===== src/ua_pkg.sv =====
// shared constants, codes and types of the unit allocator with eviction
package ua_pkg;

  localparam int NUM_UNITS = 128;
  localparam int ID_BITS   = 8;
  localparam int IDX_W     = $clog2(NUM_UNITS);
  localparam int CNT_W     = $clog2(NUM_UNITS + 1);

  // request kinds
  localparam logic [1:0] REQ_ALLOC   = 2'd0;
  localparam logic [1:0] REQ_RELEASE = 2'd1;
  localparam logic [1:0] REQ_CLEAR   = 2'd2;
  localparam logic [1:0] REQ_QUERY   = 2'd3;

  // result status codes
  localparam logic [1:0] STAT_OK     = 2'd0;
  localparam logic [1:0] STAT_SIZE   = 2'd1;
  localparam logic [1:0] STAT_OWNER0 = 2'd2;

  // one table entry as seen by the statistics unit
  typedef struct packed {
    logic               clr;
    logic               vld;
    logic [ID_BITS-1:0] val;
  } ua_smp_t;

  // statistics gathered over one sweep of the table
  typedef struct packed {
    logic [CNT_W-1:0]   free;
    logic [CNT_W-1:0]   best;
    logic [CNT_W-1:0]   own;
    logic [ID_BITS-1:0] top;
  } ua_stats_t;

endpackage


===== src/ua_stats.sv =====
// running statistics over one sweep: free count, longest free run, owner count, top id
module ua_stats (
  input  logic                         clk_i,
  input  logic                         rst_ni,
  input  ua_pkg::ua_smp_t              smp_i,
  input  logic [ua_pkg::ID_BITS-1:0]   owner_id_i,
  output ua_pkg::ua_stats_t            stats_o
);

  logic [ua_pkg::CNT_W-1:0]   free_q, free_d;
  logic [ua_pkg::CNT_W-1:0]   best_q, best_d;
  logic [ua_pkg::CNT_W-1:0]   own_q, own_d;
  logic [ua_pkg::CNT_W-1:0]   run_q, run_d;
  logic [ua_pkg::ID_BITS-1:0] top_q, top_d;

  always_comb begin
    free_d = free_q;
    best_d = best_q;
    own_d  = own_q;
    run_d  = run_q;
    top_d  = top_q;
    if (smp_i.clr) begin
      free_d = '0;
      best_d = '0;
      own_d  = '0;
      run_d  = '0;
      top_d  = '0;
    end else if (smp_i.vld) begin
      if (smp_i.val == '0) begin
        free_d = free_q + 1'b1;
        run_d  = run_q + 1'b1;
        if (run_d > best_q) begin
          best_d = run_d;
        end
      end else begin
        run_d = '0;
        if (smp_i.val > top_q) begin
          top_d = smp_i.val;
        end
      end
      if (smp_i.val == owner_id_i) begin
        own_d = own_q + 1'b1;
      end
    end
  end

  always_ff @(posedge clk_i or negedge rst_ni) begin
    if (!rst_ni) begin
      free_q <= '0;
      best_q <= '0;
      own_q  <= '0;
      run_q  <= '0;
      top_q  <= '0;
    end else begin
      free_q <= free_d;
      best_q <= best_d;
      own_q  <= own_d;
      run_q  <= run_d;
      top_q  <= top_d;
    end
  end

  assign stats_o.free = free_q;
  assign stats_o.best = best_q;
  assign stats_o.own  = own_q;
  assign stats_o.top  = top_q;

endmodule


===== src/unit_allocator_with_eviction_unit.sv =====
// top level of the unit allocator with eviction: owner table, sweep sequencer, result register
//
// usage
// - input channel (in_valid_i / in_stall_o) takes one request word: req_type_i,
//   owner_id_i, request_size_i; a word is taken when in_valid_i is high and
//   in_stall_o is low
// - output channel (out_valid_o / out_stall_i) gives one result word per request:
//   status_o, free_units_o, largest_free_run_o, owner_units_o
// - one request at a time, the next taken in the cycle after the result word loads;
//   in_stall_o is low only while the sequencer is idle, so a word may wait in the output
// - every request is one or more sweeps over the owner memory, one entry a cycle
//   on a single read port, with a decide step between the sweeps of an allocate
// - release, clear, query and rejected allocates: one sweep
// - allocate: a scan sweep, one sweep per evicted owner, and a fill sweep;
//   evictions at most NUM_UNITS
// - reset clears the per-entry valid bits at once, so every unit reads free;
//   clear does the same when it is accepted, no clearing pass is needed
// - a stalled receiver holds the result word; the block may take the next
//   request meanwhile but will not finish it until the register drains
module unit_allocator_with_eviction_unit (
  input  logic       clk_i,
  input  logic       rst_ni,
  input  logic       in_valid_i,
  output logic       in_stall_o,
  input  logic [1:0] req_type_i,
  input  logic [7:0] owner_id_i,
  input  logic [7:0] request_size_i,
  output logic       out_valid_o,
  input  logic       out_stall_i,
  output logic [1:0] status_o,
  output logic [7:0] free_units_o,
  output logic [7:0] largest_free_run_o,
  output logic [7:0] owner_units_o
);

  typedef enum logic [1:0] {
    ST_IDLE,
    ST_SWEEP,
    ST_DECIDE,
    ST_DONE
  } state_e;

  // what a sweep writes back into each entry
  typedef enum logic [1:0] {
    SW_NONE,   // read only
    SW_STRIP,  // free every unit held by the target owner
    SW_FILL    // hand the lowest free units to the requester
  } sweep_e;

  state_e                          state_q;
  sweep_e                          mode_q;
  logic                            last_q;     // this sweep ends the request
  logic [1:0]                      kind_q;
  logic [ua_pkg::ID_BITS-1:0]      id_q;
  logic [7:0]                      size_q;
  logic [ua_pkg::ID_BITS-1:0]      tgt_q;
  logic [ua_pkg::CNT_W-1:0]        remain_q;
  logic [1:0]                      stat_q;

  // sweep address issue and registered read pipeline
  logic                            iss_on_q;
  logic [ua_pkg::IDX_W-1:0]        iss_q;
  logic                            p_vld_q;
  logic [ua_pkg::IDX_W-1:0]        p_idx_q;

  // owner memory and per-entry valid bits (invalid entry reads as free)
  logic [ua_pkg::ID_BITS-1:0]      mem_q [ua_pkg::NUM_UNITS];
  logic [ua_pkg::NUM_UNITS-1:0]    vld_q;
  logic [ua_pkg::ID_BITS-1:0]      rd_q;
  logic                            ent_vld_q;

  // result register
  logic                            out_vld_q;
  logic [1:0]                      res_stat_q;
  logic [7:0]                      res_free_q;
  logic [7:0]                      res_run_q;
  logic [7:0]                      res_own_q;

  logic                            accept;
  logic                            start;
  logic                            sweep_end;
  logic                            load_out;
  logic                            clr_all;
  logic [ua_pkg::ID_BITS-1:0]      in_id;
  logic [ua_pkg::ID_BITS-1:0]      old_val;
  logic [ua_pkg::ID_BITS-1:0]      new_val;
  logic                            take_unit;
  logic                            evict_more;
  ua_pkg::ua_smp_t                 smp;
  ua_pkg::ua_stats_t               st;

  function automatic logic [7:0] sat8(input logic [ua_pkg::CNT_W-1:0] v);
    logic [7:0] r;
    if (32'(v) > 32'd255) begin
      r = 8'hFF;
    end else begin
      r = 8'(v);
    end
    return r;
  endfunction

  assign in_id      = ua_pkg::ID_BITS'(owner_id_i);
  assign accept     = in_valid_i && (state_q == ST_IDLE);
  assign in_stall_o = (state_q != ST_IDLE);
  assign clr_all    = accept && (req_type_i == ua_pkg::REQ_CLEAR);
  assign sweep_end  = p_vld_q && (p_idx_q == ua_pkg::IDX_W'(ua_pkg::NUM_UNITS - 1));
  assign load_out   = (state_q == ST_DONE) && (!out_vld_q || !out_stall_i);
  assign evict_more = (32'(st.free) < 32'(size_q)) && (st.top != '0);
  assign start      = accept || (state_q == ST_DECIDE);

  // new value of the entry under the write-back stage
  always_comb begin
    old_val   = ent_vld_q ? rd_q : '0;
    new_val   = old_val;
    take_unit = 1'b0;
    case (mode_q)
      SW_STRIP: begin
        if (old_val == tgt_q) begin
          new_val = '0;
        end
      end
      SW_FILL: begin
        if ((old_val == '0) && (remain_q != '0)) begin
          new_val   = id_q;
          take_unit = 1'b1;
        end
      end
      default: begin
        new_val = old_val;
      end
    endcase
  end

  assign smp.clr = start;
  assign smp.vld = p_vld_q;
  assign smp.val = new_val;

  ua_stats u_stats (
    .clk_i      (clk_i),
    .rst_ni     (rst_ni),
    .smp_i      (smp),
    .owner_id_i (id_q),
    .stats_o    (st)
  );

  // memory: registered read at the issue address, write-back in the following cycle
  always_ff @(posedge clk_i) begin
    rd_q      <= mem_q[iss_q];
    ent_vld_q <= vld_q[iss_q];
    if (p_vld_q) begin
      mem_q[p_idx_q] <= new_val;
    end
  end

  always_ff @(posedge clk_i or negedge rst_ni) begin
    if (!rst_ni) begin
      vld_q <= '0;
    end else if (clr_all) begin
      vld_q <= '0;
    end else if (p_vld_q) begin
      vld_q[p_idx_q] <= 1'b1;
    end
  end

  // sequencer
  always_ff @(posedge clk_i or negedge rst_ni) begin
    if (!rst_ni) begin
      state_q  <= ST_IDLE;
      mode_q   <= SW_NONE;
      last_q   <= 1'b0;
      kind_q   <= ua_pkg::REQ_QUERY;
      id_q     <= '0;
      size_q   <= '0;
      tgt_q    <= '0;
      remain_q <= '0;
      stat_q   <= ua_pkg::STAT_OK;
      iss_on_q <= 1'b0;
      iss_q    <= '0;
      p_vld_q  <= 1'b0;
      p_idx_q  <= '0;
    end else begin
      // address issue runs for one sweep once started
      p_vld_q <= iss_on_q;
      p_idx_q <= iss_q;
      if (start) begin
        iss_on_q <= 1'b1;
        iss_q    <= '0;
      end else if (iss_on_q) begin
        if (iss_q == ua_pkg::IDX_W'(ua_pkg::NUM_UNITS - 1)) begin
          iss_on_q <= 1'b0;
        end
        iss_q <= iss_q + 1'b1;
      end
      if (p_vld_q && take_unit) begin
        remain_q <= remain_q - 1'b1;
      end

      case (state_q)
        ST_IDLE: begin
          if (accept) begin
            state_q <= ST_SWEEP;
            kind_q  <= req_type_i;
            id_q    <= in_id;
            size_q  <= request_size_i;
            tgt_q   <= in_id;
            stat_q  <= ua_pkg::STAT_OK;
            mode_q  <= SW_NONE;
            last_q  <= 1'b1;
            case (req_type_i)
              ua_pkg::REQ_ALLOC: begin
                if (32'(request_size_i) > 32'(ua_pkg::NUM_UNITS)) begin
                  stat_q <= ua_pkg::STAT_SIZE;
                end else if (in_id == '0) begin
                  stat_q <= ua_pkg::STAT_OWNER0;
                end else begin
                  last_q <= 1'b0;  // scan first, then evict and fill
                end
              end
              ua_pkg::REQ_RELEASE: begin
                mode_q <= SW_STRIP;
              end
              default: begin
                mode_q <= SW_NONE;
              end
            endcase
          end
        end
        ST_SWEEP: begin
          if (sweep_end) begin
            state_q <= last_q ? ST_DONE : ST_DECIDE;
          end
        end
        ST_DECIDE: begin
          state_q <= ST_SWEEP;
          if (evict_more) begin
            mode_q <= SW_STRIP;
            tgt_q  <= st.top;
            last_q <= 1'b0;
          end else begin
            mode_q   <= SW_FILL;
            remain_q <= ua_pkg::CNT_W'(size_q);
            last_q   <= 1'b1;
          end
        end
        ST_DONE: begin
          if (load_out) begin
            state_q <= ST_IDLE;
          end
        end
        default: begin
          state_q <= ST_IDLE;
        end
      endcase
    end
  end

  // output register
  always_ff @(posedge clk_i or negedge rst_ni) begin
    if (!rst_ni) begin
      out_vld_q <= 1'b0;
    end else if (load_out) begin
      out_vld_q <= 1'b1;
    end else if (!out_stall_i) begin
      out_vld_q <= 1'b0;
    end
  end

  always_ff @(posedge clk_i) begin
    if (load_out) begin
      res_stat_q <= stat_q;
      res_free_q <= sat8(st.free);
      res_run_q  <= sat8(st.best);
      res_own_q  <= sat8(st.own);
    end
  end

  assign out_valid_o        = out_vld_q;
  assign status_o           = res_stat_q;
  assign free_units_o       = res_free_q;
  assign largest_free_run_o = res_run_q;
  assign owner_units_o      = res_own_q;

`ifndef SYNTH
  // the read pipeline only carries entries while a sweep is running
  a_pipe_in_sweep: assert property (@(posedge clk_i) disable iff (!rst_ni)
    p_vld_q |-> (state_q == ST_SWEEP))
    else $error("sweep pipeline active outside a sweep");

  // only allocate can report a non-zero status
  a_stat_kind: assert property (@(posedge clk_i) disable iff (!rst_ni)
    (load_out && (kind_q != ua_pkg::REQ_ALLOC)) |-> (stat_q == ua_pkg::STAT_OK))
    else $error("non-allocate request with error status");

  // the longest free run never exceeds the free count
  a_run_le_free: assert property (@(posedge clk_i) disable iff (!rst_ni)
    (state_q == ST_DONE) |-> (st.best <= st.free))
    else $error("free run longer than free count");

  // a taken request holds off the next one
  a_one_at_a_time: assert property (@(posedge clk_i) disable iff (!rst_ni)
    (in_valid_i && !in_stall_o) |=> in_stall_o)
    else $error("second request taken while one is in flight");
`endif

endmodule

===== config.mk =====
export PLATFORM = sky130hd
export DESIGN_NAME = unit_allocator_with_eviction_unit
export DESIGN_NICKNAME = d
export VERILOG_FILES = /design/src/ua_pkg.sv /design/src/ua_stats.sv /design/src/unit_allocator_with_eviction_unit.sv
export SDC_FILE = /design/constraint.sdc
export NUM_CORES = 1
export LEC_CHECK = 0
export BUFFER_PORTS_ARGS = -buffer_cell sky130_fd_sc_hd__buf_2
export CAP_MARGIN = 10
export CORE_MARGIN = 3
export CORE_UTILIZATION = 46
export DETAILED_ROUTE_END_ITERATION = 8
export GPL_ROUTABILITY_DRIVEN = 0
export SYNTH_ARGS = -nofsm -noshare
export SYNTH_HDL_FRONTEND = slang
export SYNTH_SLANG_ARGS = --single-unit
export TNS_END_PERCENT = 100

===== constraint.sdc =====
create_clock -name clk_i -period 14.04 [get_ports clk_i]
set_input_delay 2.106 -clock clk_i [delete_from_list [all_inputs] [get_ports clk_i]]
set_output_delay 2.106 -clock clk_i [all_outputs]
set_load 0.05 [all_outputs]

==> results.yml, run 1 <==
synthesis:
  async_flop_share: 0.175
  synth_common_cells: "edfxtp_1 (1050), mux4_2 (378), dfrtp_1 (224), nor2_1 (183), o21a_1 (128)"
  synthFlopType: "edfxtp_1"
  yosys-top-cells-area: "edfxtp_1 (61%), mux4_2 (17%), dfrtp_1 (11%)"
  ys_warn_count: 0
  syn_avg_cell_area_um2: 19.5
  yosysUniqueCellTypes: 71
  netlist.area_leader.share: 0.614
  synth.most_common_cell: "edfxtp_1"
  netlist_instances: 2629
  syn-cell-area_mm2: 0.0514
  ys_seq_elements: 1283
  synth_edf_count: 1050
  synth_top_cell_by_area: "edfxtp_1"
  synth_nets: 2681
  ys_seq_area_frac: 0.726
layout:
  syn_to_final_growth_pct: 12.6
  nets: 2788
  drive_above_1_share: 0.259
clock_tree:
  cts-resized-gates: 0
  cts_setup_buffers: 0
  cts_tree: "done"
  clkLatencyLatePin_ps: 730
  clkTransAtPathRegs_ps: 60
  h-tree-depth: 4
  cts.sinks: 1283
  cts_buffers: 136
  ctsHoldBuffers: 0
  clockBufferDepth: 3
  root_buffer: "clkbuf_16"
grt:
  grt_max_degree: 110
  overflow: 0
  grt.total_usage: 0.214
  groute.layer.met2.usage: 0.341
  grt_use_met1: 0.306
  grt_pass1_wl_um: 182000
  top_usage_layer: "met2"
  antenna_found_initial: 4
  use_met3: 0.0415
  grt_pass1_vias: 26551
setup_path:
  reg2reg_to: "rd_q[7]$_DFF_P_"
  critical_path_class: "reg -> reg"
  rr_startpoint: "iss_q[0]$_DFFE_PN0P_"
  cp-start-kind: "flop"
  cpPeakStageDelay_ps: 820
  worstPathArrival_ps: 5690
  crit_buf_inv: 3
  critPathSlowestCell: "buf_4"
  crit_chain: "buf_4 > buf_4 > buf_4 > mux4_2 > mux4_2 > mux4_2 > mux2_2"
  r2r_cells: 7
  worstPathRequired_ps: 14650
  cpLargestDelayFamily: "buffers and inverters"
  r2r_setup_slack_ps: 8960
  end_kind: "flop"
  critPathMaxFanout: 49
routing:
  ant_nets: 0
  drt_drc_violations_left: 0
  wl_per_cell_um: 28.0
  firstDrtPassIters: 5
  wl_um: 121000
  vias: 25663
  via_per_inst: 5.93
  drtIter0Drc: 2504
floorplan:
  ios: 50
  dieArea_mm2: 0.116
  num_rows: 121
  core_area_mm2: 0.110
  die_h_um: 340
  die_x_um: 340
  initial_utilization: 0.467
power:
  total_power_mw: 12.3
  powerDensity_mw_per_mm2: 213
  peakVddDrop_uv: 131
  power_leakage_nw: 19.5
run:
  drv_cap: 0
timing:
  post-route-period-util: 0.362
  fmax_mhz: 197
  layout_min_cycle_time_ps: 5080
  hold_viol: 0
  fin_skew_ps: 23.1
  relSlewSlack: 0.155
  maxSlewViolCount: 0
  final.setup.tns_ps: 0
  tightest_slew_ps: 1260
  finalSetupViolations: 0
  rsz0062_at_grt: "false"
placed_design:
  numPortBuffers: 49
  hpwl_um: 74800
hold_path:
  hold_end: "largest_free_run_o[7]$_DFFE_PP_"
  hold_depth: 0
  hold_path.startpoint: "u_stats.best_q[7]$_DFFE_PN0P_"
  worst_hold_path_type: "reg -> reg"
status:
  status: "finished clean"
-- worst reg2reg max path, stage by stage (launching register included) --
cell and delay (ps):
dfrtp_4 740, buf_4 590, buf_4 830, buf_4 910, mux4_2 640, mux4_2 510
mux4_2 470, mux2_2 280
-- metal layers --
metal / routed length, µm / up-vias
met5: 16 / -
met4: 2640 / 2
met3: 7710 / 163
met2: 59000 / 811
met1: 51700 / 13826
li1: - / 10861
-- final cells by class --
| cell class | count | area (µm²) |
|---|---|---|
| inverters | 39 | 156 |
| diodes | 2 | 5.00 |
| clock buffers | 178 | 3630 |
| fillers | 8636 | 52100 |
| repair buffers | 113 | 771 |
| multi-input cells | 1163 | 13400 |
| flip-flops and latches | 1283 | 37300 |
| clock inverters | 72 | 743 |
| well taps | 1476 | 1850 |
-- registers in the layout (all words and copies together) (netlist names), 8 cells and up --
signal              cells
free_units_o            8
id_q                    8
largest_free_run_o      8
mem_q                1024
owner_units_o           8
rd_q                    8
remain_q                8
size_q                  8
tgt_q                   8
u_stats.best_q          8
u_stats.free_q          8
u_stats.own_q           8
u_stats.run_q           8
u_stats.top_q           8
vld_q                 128
-- stage by stage --
step	area, µm²	hold slack (ps)	worst slack (ps)	util	std cells
after CTS	57800	466	8730	0.526	4322
after detailed placement	53500	449	8730	0.486	4072
final	57900	465	8960	0.526	4326
after floorplan	51400	352	7280	-	2629
after global routing	57900	475	8490	0.526	4324
after global placement	53400	446	8790	0.486	4067
-- report_power, final --
group / total [mW] / internal, mW / leakage [nW] / switching [mW]
clock network: 3.50 / 2.03 / 2.13 / 1.47
logic: 3.64 / 1.58 / 4.84 / 2.06
registers: 5.17 / 4.84 / 12.6 / 0.337
total: 12.3 / 8.45 / 19.5 / 3.87
-- kinds of logic after synthesis --
family                     share of synthesized area
AOI/OAI and AO/OA                             0.0372
xor gates and xnor gates                     0.00529
adders and majority gates                    0.00731
DFF                                            0.726
and+or+nand+nor                               0.0384
buffers and inverters                         0.0143
muxes                                          0.171
-- layout by cell type, fill, tap and decap left out, types with 10 or more instances in the layout --
cell type and instances:
clkinv_2 23, nand3_1 36, clkinv_1 19, ha_1 30, mux2_2 18, clkbuf_16 136, nand4_1 16, mux4_2 378
dfrtp_1 220, a21o_1 13, inv_1 35, nor2_1 183, nor3_1 17, bufinv_16 10, xnor2_1 24, edfxtp_1 1050
buf_2 48, buf_4 57, clkbuf_1 35, o21a_1 128, o21ai_0 42, a21oi_1 29, nand2_1 103
-- how the worst max path moves through the flow --
stage | startpoint | to | slack (ps) | depth (start not counted)
after floorplan | rd_q[1]$_DFF_P_ | u_stats.top_q[1]$_DFFE_PN0P_ | 7280 | 15
after global placement | iss_q[0]$_DFFE_PN0P_ | rd_q[0]$_DFF_P_ | 8790 | 7
after detailed placement | iss_q[0]$_DFFE_PN0P_ | rd_q[0]$_DFF_P_ | 8730 | 7
after CTS | iss_q[0]$_DFFE_PN0P_ | rd_q[0]$_DFF_P_ | 8730 | 7
after global routing | iss_q[0]$_DFFE_PN0P_ | rd_q[0]$_DFF_P_ | 8490 | 7
final | iss_q[0]$_DFFE_PN0P_ | rd_q[7]$_DFF_P_ | 8960 | 7
Power figures use the tool's default switching activity.
==> inputs of run 2 (changes only) <==
==> constraint.sdc (replaced) <==
create_clock -name clk_i -period 4.8 [get_ports clk_i]
set_input_delay 0.72 -clock clk_i [delete_from_list [all_inputs] [get_ports clk_i]]
set_output_delay 0.72 -clock clk_i [all_outputs]
set_load 0.05 [all_outputs]
==> results.yml, run 2 (synthesis results as in run 1) <==
status:
  status: "finished clean"
floorplan:
  ios: 50
  die_h_um: 340
  num_rows: 121
  dieArea_mm2: 0.116
  core_area_mm2: 0.110
  initial_utilization: 0.467
  die_x_um: 340
timing:
  hold_viol: 0
  maxSlewViolCount: 0
  rsz0062_at_grt: "false"
  relSlewSlack: 0.175
  layout_min_cycle_time_ps: 4220
  post-route-period-util: 0.879
  fmax_mhz: 237
  tightest_slew_ps: 1230
  finalSetupViolations: 0
  fin_skew_ps: 33.1
  final.setup.tns_ps: 0
  fin_ws_ps: 583
  hold_slack_ps: 78.0
layout:
  n_antenna_cell: 0
  final_cell_mix: "edfxtp_1 (1050), mux4_2 (378), dfrtp_1 (220)"
  nets: 2778
  largestRegisters: "mem_q: 1024 flops, vld_q: 128 flops"
  largest_reg_flops: 1024
  layout_commonest_cell: "edfxtp_1"
  syn_to_final_growth_pct: 13.1
  fin_util: 0.529
  fillers: 8596
  regMostFlops: "mem_q"
  drive_above_1_share: 0.257
clock_tree:
  cts_tree: "done"
  cts_setup_buffers: 0
  cts-resized-gates: 0
  clockBufferDepth: 3
  cts.sinks: 1283
  root_buffer: "clkbuf_16"
  h-tree-depth: 4
  clkTransAtPathRegs_ps: 60
  cts_buffers: 137
  clkLatencyLatePin_ps: 730
  ctsHoldBuffers: 0
grt:
  grt_pass1_wl_um: 176000
  grt_pass1_vias: 26250
  overflow: 0
  antenna_found_initial: 2
  grt.total_usage: 0.204
  grt_max_degree: 129
setup_path:
  worstPathArrival_ps: 4840
  worstPathRequired_ps: 5420
  cpMostUsedCell: "o21ai_0"
  critPathSlowestCell: "dfxtp_1"
  crit_chain: "nor4bb_1 > nand2_1 > a32oi_4 > a21boi_4 > o21bai_1 > inv_4 > ha_1 > o21ai_0 > nand2b_1 > a21oi_1 > o21ai_0 > o211a_1 > o21ai_0 > buf_2 > nor2_1 > a211oi_1"
  critPathMaxFanout: 34
  end_kind: "flop"
  crit_buf_inv: 2
  cp-start-kind: "flop"
  cpLargestDelayFamily: "compound AO/OA/AOI/OAI gates"
  cpPeakStageDelay_ps: 830
  critical_path_class: "reg -> reg"
placed_design:
  pre_cts_slack_ps: 549
  hpwl_um: 71500
  numPortBuffers: 49
routing:
  via_per_inst: 5.88
  vias: 25375
  wl_per_cell_um: 26.9
  drt_drc_violations_left: 0
  firstDrtPassIters: 6
  drtIter0Drc: 2632
  wl_um: 116000
  ant_nets: 0
hold_path:
  worst_hold_path_type: "in -> async"
power:
  powerDensity_mw_per_mm2: 630
  peakVddDrop_uv: 417
  power_leakage_nw: 19.6
run:
  drv_cap: 0
-- run 2: cell types whose count changed in the layout (fill, tap and decap cells not counted), moves of 2 or more --
cell,before,now
buf_12,1,12
buf_4,57,40
buf_6,6,0
bufinv_16,10,15
clkbuf_16,136,141
clkbuf_8,7,14
clkinv_1,19,17
clkinv_2,23,15
clkinv_8,7,5
diode_2,2,0
inv_16,3,0
-- run 2: metrics by stage --
stage          power [mW]  std cells  instance area, µm²
3_3_place_gp         26.0       4062               53500
4_1_cts              37.0       4314               58100
3_5_place_dp         26.3       4062               53500
5_1_grt              38.1       4315               58100
6_report             36.6       4315               58100
2_1_floorplan        22.3       2629               51400
-- run 2: power by group --
group / switching, mW / total, mW / leakage, nW / internal [mW]
clock: 4.22 / 10.7 / 2.24 / 6.43
combinational: 6.22 / 11.0 / 4.82 / 4.76
sequential: 0.795 / 14.9 / 12.6 / 14.1
-- run 2: path summary, 6_finish.rpt --
kind                                          startpoint                         endpoint  slack (ps)  cells after the start
max reg2reg                            ent_vld_q$_DFF_P_     u_stats.top_q[4]$_DFFE_PN0P_         580                     16
min in group clk_i                     request_size_i[0]            size_q[0]$_DFFE_PN0P_         210                      3
min                                               rst_ni           vld_q[101]$_DFFE_PN0P_          80                      1
min reg2reg                u_stats.best_q[4]$_DFFE_PN0P_  largest_free_run_o[4]$_DFFE_PP_         450                      0
max                                    ent_vld_q$_DFF_P_     u_stats.top_q[4]$_DFFE_PN0P_         580                     16
max in group asynchronous                         rst_ni            vld_q[94]$_DFFE_PN0P_        3480                      2
-- run 2: cell type report --
type,count,area (µm²),share of cell area
Multi-Input combinational cell,1163,13400,0.230
Tap cell,1476,1850,0.0318
Clock buffer,191,3860,0.0664
Sequential cell,1283,37300,0.642
Inverter,39,156,0.00269
Clock inverter,61,744,0.0128
Timing Repair Buffer,102,801,0.0138
-- run 2: layer usage --
| metal | routed length, µm | vias to the layer above | GRT usage |
|---|---|---|---|
| met5 | 0 | - | 0 |
| met4 | 2750 | 0 | 0.0564 |
| met3 | 6910 | 172 | 0.0382 |
| met2 | 56800 | 768 | 0.328 |
| met1 | 49500 | 13590 | 0.291 |
| li1 | - | 10845 | - |
==> inputs of run 3 (changes only) <==
--- a/config.mk
+++ b/config.mk
@@ -8,9 +8,10 @@
 export BUFFER_PORTS_ARGS = -buffer_cell sky130_fd_sc_hd__buf_2
 export CAP_MARGIN = 10
 export CORE_MARGIN = 3
-export CORE_UTILIZATION = 46
+export CORE_UTILIZATION = 35
 export DETAILED_ROUTE_END_ITERATION = 8
 export GPL_ROUTABILITY_DRIVEN = 0
+export SLEW_MARGIN = 20
 export SYNTH_ARGS = -nofsm -noshare
 export SYNTH_HDL_FRONTEND = slang
 export SYNTH_SLANG_ARGS = --single-unit
==> results.yml, run 3 (synthesis results as in run 1) <==
status:
  status: "finished clean"
floorplan:
  num_rows: 139
  ios: 50
  core_area_mm2: 0.145
  die_h_um: 389
  die_x_um: 389
  dieArea_mm2: 0.151
  initial_utilization: 0.355
timing:
  rsz0062_at_grt: "false"
  finalSetupViolations: 0
  relSlewSlack: 0.238
  final.setup.tns_ps: 0
  tightest_slew_ps: 1140
  fmax_mhz: 240
  maxSlewViolCount: 0
  layout_min_cycle_time_ps: 4170
  hold_viol: 0
  fin_skew_ps: 31.9
  post-route-period-util: 0.869
layout:
  largest_reg_flops: 1024
  largestRegisters: "mem_q: 1024 flops, vld_q: 128 flops"
  regMostFlops: "mem_q"
  drive_above_1_share: 0.274
  layout_commonest_cell: "edfxtp_1"
  n_antenna_cell: 0
  nets: 2822
  syn_to_final_growth_pct: 14.5
  final_cell_mix: "edfxtp_1 (1050), mux4_2 (378), dfrtp_1 (220)"
setup_path:
  crit_chain: "nor4_1 > a31oi_1 > nor4_4 > a22oi_1 > o21bai_1 > inv_4 > ha_1 > o21ai_0 > nand2b_1 > a21oi_1 > o21ai_0 > o211a_1 > o21ai_1 > nor2_1 > a211oi_1"
  cpPeakStageDelay_ps: 660
  cpMostUsedCell: "o21ai_0"
  r2r_cells: 15
  rr_startpoint: "rd_q[7]$_DFF_P_"
  critPathSlowestCell: "nor4_4"
  critPathMaxFanout: 38
  reg2reg_to: "u_stats.top_q[4]$_DFFE_PN0P_"
  critPathLaunch: "rd_q[7]$_DFF_P_"
  end_kind: "flop"
  critical_path_class: "reg -> reg"
  worstPathRequired_ps: 5430
  worstPathArrival_ps: 4800
  r2r_setup_slack_ps: 630
  crit_end: "u_stats.top_q[4]$_DFFE_PN0P_"
  cp-start-kind: "flop"
grt:
  antenna_found_initial: 5
  grt_pass1_wl_um: 178000
  grt_max_degree: 129
  overflow: 0
  grt_pass1_vias: 26121
  grt.total_usage: 0.157
clock_tree:
  cts.sinks: 1283
  root_buffer: "clkbuf_16"
  clockBufferDepth: 3
  clkLatencyLatePin_ps: 750
  h-tree-depth: 4
  cts_buffers: 131
  cts_tree: "done"
  clkTransAtPathRegs_ps: 60
routing:
  vias: 25488
  drt_drc_violations_left: 0
  wl_um: 118000
  firstDrtPassIters: 5
  drtIter0Drc: 2254
  via_per_inst: 5.33
  wl_per_cell_um: 24.6
  ant_nets: 0
power:
  power_leakage_nw: 19.8
  peakVddDrop_uv: 351
  total_power_mw: 36.0
  powerDensity_mw_per_mm2: 613
hold_path:
  worst_hold_path_type: "in -> reg"
  hold_depth: 3
placed_design:
  numPortBuffers: 49
  hpwl_um: 71400
run:
  drv_cap: 0
[run 3: cell types whose count changed in the layout (fill, tap and decap cells not counted), moves of 2 or more]
cell / change
clkbuf_16: -5
buf_4: +43
buf_12: +7
inv_6: +7
clkbuf_1: -6
nor2_2: +6
clkinv_1: -7
clkinv_8: -2
clkbuf_8: +3
bufinv_16: -8
clkinv_2: +8
nor2_1: -6
[run 3: final cells by class]
| class | instances | area, µm² |
|---|---|---|
| Fill cell | 12771 | 85900 |
| Sequential cell | 1283 | 37300 |
| Clock buffer | 183 | 3750 |
| Tap cell | 1903 | 2380 |
| Clock inverter | 58 | 538 |
| Timing Repair Buffer | 152 | 1270 |
| Multi-Input combinational cell | 1163 | 13400 |
| Inverter | 39 | 156 |
[run 3: stage by stage]
step / cell area (µm²) / utilization / hold slack, ps / cells / setup slack [ps]
2_1_floorplan: 51400 / - / 352 / 2629 / 114
3_3_place_gp: 54500 / 0.377 / 433 / 4539 / 494
3_5_place_dp: 54500 / 0.377 / 433 / 4539 / 543
4_1_cts: 58800 / 0.406 / 139 / 4781 / 436
5_1_grt: 58800 / 0.406 / 170 / 4781 / 142
6_report: 58800 / 0.406 / 204 / 4781 / 627
[run 3: worst min path at each step]
stage	startpoint	to
4_1_cts	request_size_i[0]	size_q[0]$_DFFE_PN0P_
5_1_grt	request_size_i[0]	size_q[0]$_DFFE_PN0P_
6_report	request_size_i[0]	size_q[0]$_DFFE_PN0P_
2_1_floorplan	iss_q[2]$_DFFE_PN0P_	p_idx_q[2]$_DFF_PN0_
3_3_place_gp	u_stats.best_q[3]$_DFFE_PN0P_	largest_free_run_o[3]$_DFFE_PP_
3_5_place_dp	u_stats.best_q[5]$_DFFE_PN0P_	largest_free_run_o[5]$_DFFE_PP_
[run 3: what timing repair did]
action                                 CTS  global route
buffers inserted                         0             0
hold buffers                             1             0
setup endpoints to repair                0             1
endpoints found under the hold margin   75             0
resized for setup                        0             1
[run 3: critical path, delay by kind of cell, from the launching register on]
family	cells	cell delay, ps
fa+ha+maj	1	320
flops	1	390
buf+inv	1	370
compound gates	9	1880
simple gates	4	1080
[run 3: power by group]
part           switching (mW)  leakage (nW)  internal [mW]
logic                    6.00          5.12           4.88
clock network            4.25          2.11           5.87
registers               0.895          12.6           14.1
[run 3: layer usage]
metal / track usage / up-vias / wire length (µm)
li1: - / 10920 / -
met1: 0.226 / 13628 / 52200
met2: 0.247 / 779 / 56100
met3: 0.0288 / 161 / 6990
met4: 0.0425 / 0 / 2510
met5: 0 / - / 0
